===== src/rtl/core/nps2d_pkg.sv =====
package nps2d_pkg;

    // Capacity of the point store
    localparam int MAX_POINTS = 1024;
    localparam int IDX_W      = $clog2(MAX_POINTS);
    localparam int CNT_W      = $clog2(MAX_POINTS + 1);

    // Field widths
    localparam int OP_W       = 2;
    localparam int COORD_W    = 24;
    localparam int VAL_W      = 32;
    localparam int SQ_W       = 2 * COORD_W;
    localparam int DIST_W     = 49;
    localparam int OUT_IDX_W  = 10;

    // Stream widths
    localparam int S_FIELDS_W = 2 * COORD_W + 4 * VAL_W;
    localparam int S_DATA_W   = ((S_FIELDS_W + 7) / 8) * 8;
    localparam int M_FIELDS_W = OUT_IDX_W + DIST_W + 4 * VAL_W;
    localparam int M_DATA_W   = ((M_FIELDS_W + 7) / 8) * 8;

    // Operation codes
    localparam logic [OP_W-1:0] OP_LOAD  = 2'd0;
    localparam logic [OP_W-1:0] OP_QUERY = 2'd1;
    localparam logic [OP_W-1:0] OP_CLEAR = 2'd2;

    typedef struct packed {
        logic [OP_W-1:0]    op;
        logic [COORD_W-1:0] x;
        logic [COORD_W-1:0] y;
        logic [VAL_W-1:0]   entropy;
        logic [VAL_W-1:0]   pressure;
        logic [VAL_W-1:0]   vel_x;
        logic [VAL_W-1:0]   vel_y;
    } cmd_t;

    typedef struct packed {
        logic                 found;
        logic [OUT_IDX_W-1:0] index;
        logic [DIST_W-1:0]    dist_sq;
        logic [VAL_W-1:0]     entropy;
        logic [VAL_W-1:0]     pressure;
        logic [VAL_W-1:0]     vel_x;
        logic [VAL_W-1:0]     vel_y;
    } result_t;

endpackage


===== src/rtl/core/nps2d_front.sv =====
module nps2d_front (
    input  logic               clk,
    input  logic               rst_n,
    input  logic               in_valid,
    output logic               in_ready,
    input  nps2d_pkg::cmd_t    in_cmd,
    output logic               cmd_valid,
    input  logic               cmd_ready,
    output nps2d_pkg::cmd_t    cmd
);

    nps2d_pkg::cmd_t fifo_reg [2];
    logic            wr_ptr_reg;
    logic            rd_ptr_reg;
    logic [1:0]      fill_reg;
    logic            op_known;
    logic            push;
    logic            pop;

    // Drop words with an unused operation code at the door
    assign op_known  = (in_cmd.op == nps2d_pkg::OP_LOAD) ||
                       (in_cmd.op == nps2d_pkg::OP_QUERY) ||
                       (in_cmd.op == nps2d_pkg::OP_CLEAR);
    assign in_ready  = (fill_reg != 2'd2);
    assign push      = in_valid && in_ready && op_known;
    assign cmd_valid = (fill_reg != 2'd0);
    assign pop       = cmd_valid && cmd_ready;
    assign cmd       = fifo_reg[rd_ptr_reg];

    always_ff @(posedge clk)
    begin
        if (push)
        begin
            fifo_reg[wr_ptr_reg] <= in_cmd;
        end
    end

    always_ff @(posedge clk or negedge rst_n)
    begin
        if (!rst_n)
        begin
            wr_ptr_reg <= 1'b0;
            rd_ptr_reg <= 1'b0;
            fill_reg   <= 2'd0;
        end
        else
        begin
            if (push)
            begin
                wr_ptr_reg <= ~wr_ptr_reg;
            end
            if (pop)
            begin
                rd_ptr_reg <= ~rd_ptr_reg;
            end
            if (push && !pop)
            begin
                fill_reg <= fill_reg + 2'd1;
            end
            else if (pop && !push)
            begin
                fill_reg <= fill_reg - 2'd1;
            end
        end
    end

    assert property (@(posedge clk) disable iff (!rst_n) fill_reg != 2'd3)
        else $error("front queue fill out of range");

endmodule


===== config.mk =====
export PLATFORM = sky130hd
export DESIGN_NAME = nps2d_front
export DESIGN_NICKNAME = d
export VERILOG_FILES = /design/src/rtl/core/nps2d_pkg.sv /design/src/rtl/core/nps2d_front.sv
export SDC_FILE = /design/constraint.sdc
export NUM_CORES = 1
export LEC_CHECK = 0
export BUFFER_PORTS_ARGS = -buffer_cell sky130_fd_sc_hd__buf_2
export CAP_MARGIN = 20
export CORE_ASPECT_RATIO = 0.5
export CORE_UTILIZATION = 47
export DETAILED_ROUTE_END_ITERATION = 6
export PLACE_DENSITY = 0.75
export SLEW_MARGIN = 20
export SYNTH_ARGS = -nofsm -noshare
export SYNTH_HDL_FRONTEND = slang
export SYNTH_SLANG_ARGS = --single-unit

===== constraint.sdc =====
create_clock -name clk -period 9 [get_ports clk]
set_clock_uncertainty 0.05 [all_clocks]
set_input_delay 0.9 -clock clk [delete_from_list [all_inputs] [get_ports clk]]
set_output_delay 0.9 -clock clk [all_outputs]
set_load 0.02 [all_outputs]

# After elaboration in Yosys (flattened, before gate mapping)
# Memories as Yosys holds them, arrays and structs flattened.
# Index checks and enable logic that the tools add are counted.
dict set report word_totals {
  romBits 0
  in_bits 182
  ramBits 356
  output_inout_bits 180
  word_cells 27
  latchBits 0
  reg_bits 4
  n_memories 1
}
dict set report op_classes {
  addsub 2
  mux 4
  n_lt_le_gt_ge 0
  n_mul 0
  shift 0
  eq_ne 3
  n_div 0
  reduce_logical 12
  bitwise_logic 2
}
# name depth width read_ports rd_clocked_by_memory_dff wr line_no
set memory_table {}
lappend memory_table {fifo_reg 2 178 1 0 1 nps2d_front.sv:12} ;# nps2d_pkg::cmd_t fifo_reg [2];
# op count
set ops {}
lappend ops {{$logic_and 1x1->1} 5}
lappend ops {{$mux 2} 2}
lappend ops {{$reduce_bool 2->1} 2}
lappend ops {{$add 2x1->2 const B} 1}
lappend ops {{$eq 2x1->1 const B} 1}
lappend ops {{$eq 2x2->1 const B} 1}
lappend ops {{$logic_not 1->1} 2}
lappend ops {{$logic_not 2->1} 1}
lappend ops {{$logic_or 1x1->1} 2}
lappend ops {{$mux 1} 2}
lappend ops {{$ne 2x2->1 const B} 1}
lappend ops {{$not 1->1} 2}
lappend ops {{$sub 2x1->2 const B} 1}

# Longest topological paths before layout
dict set report depth {
  ltp_word 8
  depth_mapped 7
  depth_no_buf 7
}

# Worst setup path after synthesis
# No wires, ideal clock.
dict set report synth_path {
  kind {input to register}
  start {input in_cmd[176] (netlist bit)}
  end {memory fifo_reg[0][0] (netlist bit), enable pin}
  stages 3
  setup_ps 720
  setup_slack_ps -271
  arrival_ps 8502
  n_path_buf 0
  required_ps 8230
  path_cell_list {nand2_1 -> nand3_1 -> nor2_1}
}
dict set report synth_via {
  elab_chain_cells 6
  word_cells_on_any_way 8
  cone_classes {eq/ne: 2; mux: 2; reduce/logical: 4}
}
# element line_no
set synth_lines {}
lappend synth_lines {{start: declaration} nps2d_front.sv:6} ;# input nps2d_pkg::cmd_t in_cmd,
lappend synth_lines {{$eq 2x1->1 / $logic_not 2->1 (equally long branches)} {nps2d_front.sv:22, nps2d_front.sv:21}}
lappend synth_lines {{$logic_or 1x1->1} nps2d_front.sv:21} ;# assign op_known = (in_cmd.op == nps2d_pkg::OP_LOAD) ||
lappend synth_lines {{$logic_or 1x1->1 (*)} nps2d_front.sv:22} ;# (in_cmd.op == nps2d_pkg::OP_QUERY) ||
lappend synth_lines {{$logic_and 1x1->1 (*)} nps2d_front.sv:25} ;# assign push = in_valid && in_ready && op_known;
lappend synth_lines {{$mux 1 (*)} nps2d_front.sv:32} ;# if (push)
lappend synth_lines {{$mux 1 (implied by the code) (*)} nps2d_front.sv:34} ;# fifo_reg[wr_ptr_reg] <= in_cmd;
lappend synth_lines {{end: declaration} nps2d_front.sv:12}
# Mark *: on every way between the ends. The rest lies on a longest branch, timed or not.

==> results_dict.tcl <==
set metrics [dict create \
    ys_ff_latch 360 \
    setup.worst_path.start "rd_ptr_reg$_DFFE_PN0P_" \
    place_congestion 0.7894 \
    io_buffer_count 361 \
    synth-xor-area-share 0.003254 \
    syn_area_um2 13460 \
    drc_errors 0 \
    totalPowerFinal_uw 5462 \
    synthCells 574 \
    fill_cells 2086 \
    max_freq_mhz 250.0 \
    synth_edf_count 356 \
    drt_pass1_iterations 6 \
    final.min_clock_period_ps 4000 \
    drv_cap 0 \
    die_x_um 241.3 \
    clkSlewWorstSetupHoldPaths_ps 60 \
    synthesis.nets 757 \
    min_path_type "primary input to async pin" \
    outcome "finished clean" \
    core_area_um2 27920 \
    dieHeight_um 121.7 \
    vias 6667 \
    nets 1137 \
    hold_buffers 0 \
    synthSimpleGateAreaFrac 0.002696 \
    place_hpwl_mm 17.18 \
    row_count 43 \
    regArea_um2 10790 \
    grt_pass1_wl_mm 38.14 \
    cts_buffers 34 \
    die_area_um2 29360 \
    cts_resized 0 \
    num_io_pins 362 \
    path_max_fanout 125 \
    grt_pass1_vias 7021 \
    synth_top_family_by_area "multiplexers" \
    path_cells "buf_12 -> mux2_2 -> buf_2" \
    startpoint_type "flip-flop" \
    htreeDepth 2 \
    crit_slowest_cell "dfrtp_4" \
    drt-initial-drc-count 437 \
    leakagePower_uw 0.006466 \
    worstSkewPairLatency_ps 500 \
    layout-drive-gt1-share 0.6020 \
    vdd.ir_drop.worst_mv 0.2427 \
    synthMuxAreaShare 0.1768 \
    relSlewSlack 0.1907 \
    syn_avg_cell_area_um2 23.45 \
    antenna_found_initial 8 \
    r2r_start "fill_reg[0]$_DFFE_PN0P_" \
    ant_nets 0 \
    cts_root_buffer "clkbuf_16" \
    tns_ps 0 \
    vias_per_cell 4.866 \
    final-instance-count-excl-fill 1370 \
    synth_ff_type "edfxtp_1" \
    cts_sinks 360 \
    slowest_delay_ps 920 \
    synthToLayoutAreaGrowth_pct 24.19 \
    pwr_density_cell_nw_per_um2 326.8 \
    initial_utilization 0.4820 \
    max_slew.worst_pin.slew_ps 1214 \
    drt-total-wl_mm 26.50 \
    crit_type "flip-flop to primary output" \
    endpoint_kind "primary output" \
    largest_reg_flops 356 \
    grt_use_total 0.1727 \
    synth_warnings 0 \
    post-cts-setup-buffer-count 0 \
    wl_per_cell_um 19.34 \
    pre_cts_slack_ps 5668 \
    cts_tree "built" \
    synth_cell_types 15 \
    utilization 0.5986 \
    cts_buffer_depth 3 \
    multi_input_area_um2 2487 \
    fin_crit_sh 0.4445 \
    rsz0062_at_grt "false" \
    synth_compound_area_frac 0 \
    hold_viol 0 \
    setup_viol 0 \
    synthAdderAreaFrac 0.0009297 \
    setup_ws_ps 5000 \
    cp.required_ps 8050 \
    grt_max_degree 179 \
    ys_seq_area_frac 0.8018 \
    grt_overflow 0 \
    drv_slew 0 \
    arrival_ps 3050 \
    placed_cells 1300 \
    synthArstFlopShare 0.01111 \
]
[stage by stage]
step,area [um2],hold WS (ps)
5_1_grt,16710,123.9
4_1_cts,16690,128.4
6_report,16710,148.6
3_3_place_gp,15630,430.9
3_5_place_dp,15630,449.9
2_1_floorplan,13460,405.9
[power by group]
part | switching [uW] | internal, uW | leakage (uW)
logic | 1020 | 763 | 0.00263
clock network | 582 | 780 | 0.000514
registers | 120 | 2200 | 0.00333
total | 1720 | 3740 | 0.00647
[final cells by class]
| class | count | share of cell area |
|---|---|---|
| well taps | 382 | 0.02860 |
| flip-flops and latches | 360 | 0.6458 |
| clock inverters | 15 | 0.005764 |
| repair buffers | 364 | 0.1117 |
| diodes | 8 | 0.001198 |
| clock buffers | 47 | 0.05764 |
| inverters | 2 | 0.0004492 |
| multi-input cells | 192 | 0.1488 |
[routing by layer]
layer / up-vias / share of wire / GRT usage / routed length, um
li1: 3062 / - / - / -
met3: 63 / 0.034 / 0.03263 / 898
met5: - / 0 / 0 / 0
met2: 139 / 0.56 / 0.3188 / 14780
met4: 0 / 0.034 / 0.07911 / 912
met1: 3403 / 0.37 / 0.1949 / 9907
[synthesized netlist by cell type (2+ instances only)]
master / instances / area [um2]
inv_1: 2 / 7.510
buf_6: 14 / 157.7
nand2_1: 2 / 7.510
mux2_2: 78 / 878.3
xnor2_1: 3 / 26.28
buf_2: 6 / 30.03
nor2_1: 3 / 11.26
mux2_4: 100 / 1501
dfrtp_1: 4 / 100.1
xor2_1: 2 / 17.52
edfxtp_1: 356 / 10690
[cell usage in the layout, fill, tap and decap left out]
master / instances
ha_1: 1
mux2_4: 100
mux2_2: 78
clkinv_1: 8
xnor2_1: 3
dfrtp_1: 3
inv_1: 2
or2_2: 1
clkbuf_1: 10
clkinv_2: 4
buf_12: 3
buf_2: 361
clkbuf_16: 37
edfxtp_1: 356
nand2_1: 2
nor2_4: 2
clkinvlp_4: 1
clkinv_4: 1
nor2_1: 1
nand3_1: 1
diode_2: 8
dfrtp_4: 1
xor2_1: 2
nand2b_1: 1
bufinv_16: 1
[critical path, delay by kind of cell, from the launching register on]
| kind | cells | cell delay [ps] |
|---|---|---|
| flops | 1 | 920 |
| mux | 1 | 430 |
| buf+inv | 2 | 750 |
[kinds of logic (layout without fill, tap and decap cells)]
group,Yosys count,in the layout
buf+inv,22,428
simple gates,8,8
mux,178,178
other cells,0,8
fa+ha+maj,1,1
xor+xnor,5,5
flops,360,360
[worst paths after layout]
path                                                 end  slack (ps)  depth (start not counted)
worst max-delay path                             cmd[25]        5000                          3
worst min-delay path              rd_ptr_reg$_DFFE_PN0P_         150                          1
worst max register to register  fifo_reg[0][9]$_DFFE_PP_        6530                          4
worst min register to register   fill_reg[1]$_DFFE_PN0P_         450                          1
max in group asynchronous         rd_ptr_reg$_DFFE_PN0P_        8600                          1
min in group clk                 fill_reg[1]$_DFFE_PN0P_         450                          1
Note: power is estimated with default switching activity, not from simulation.
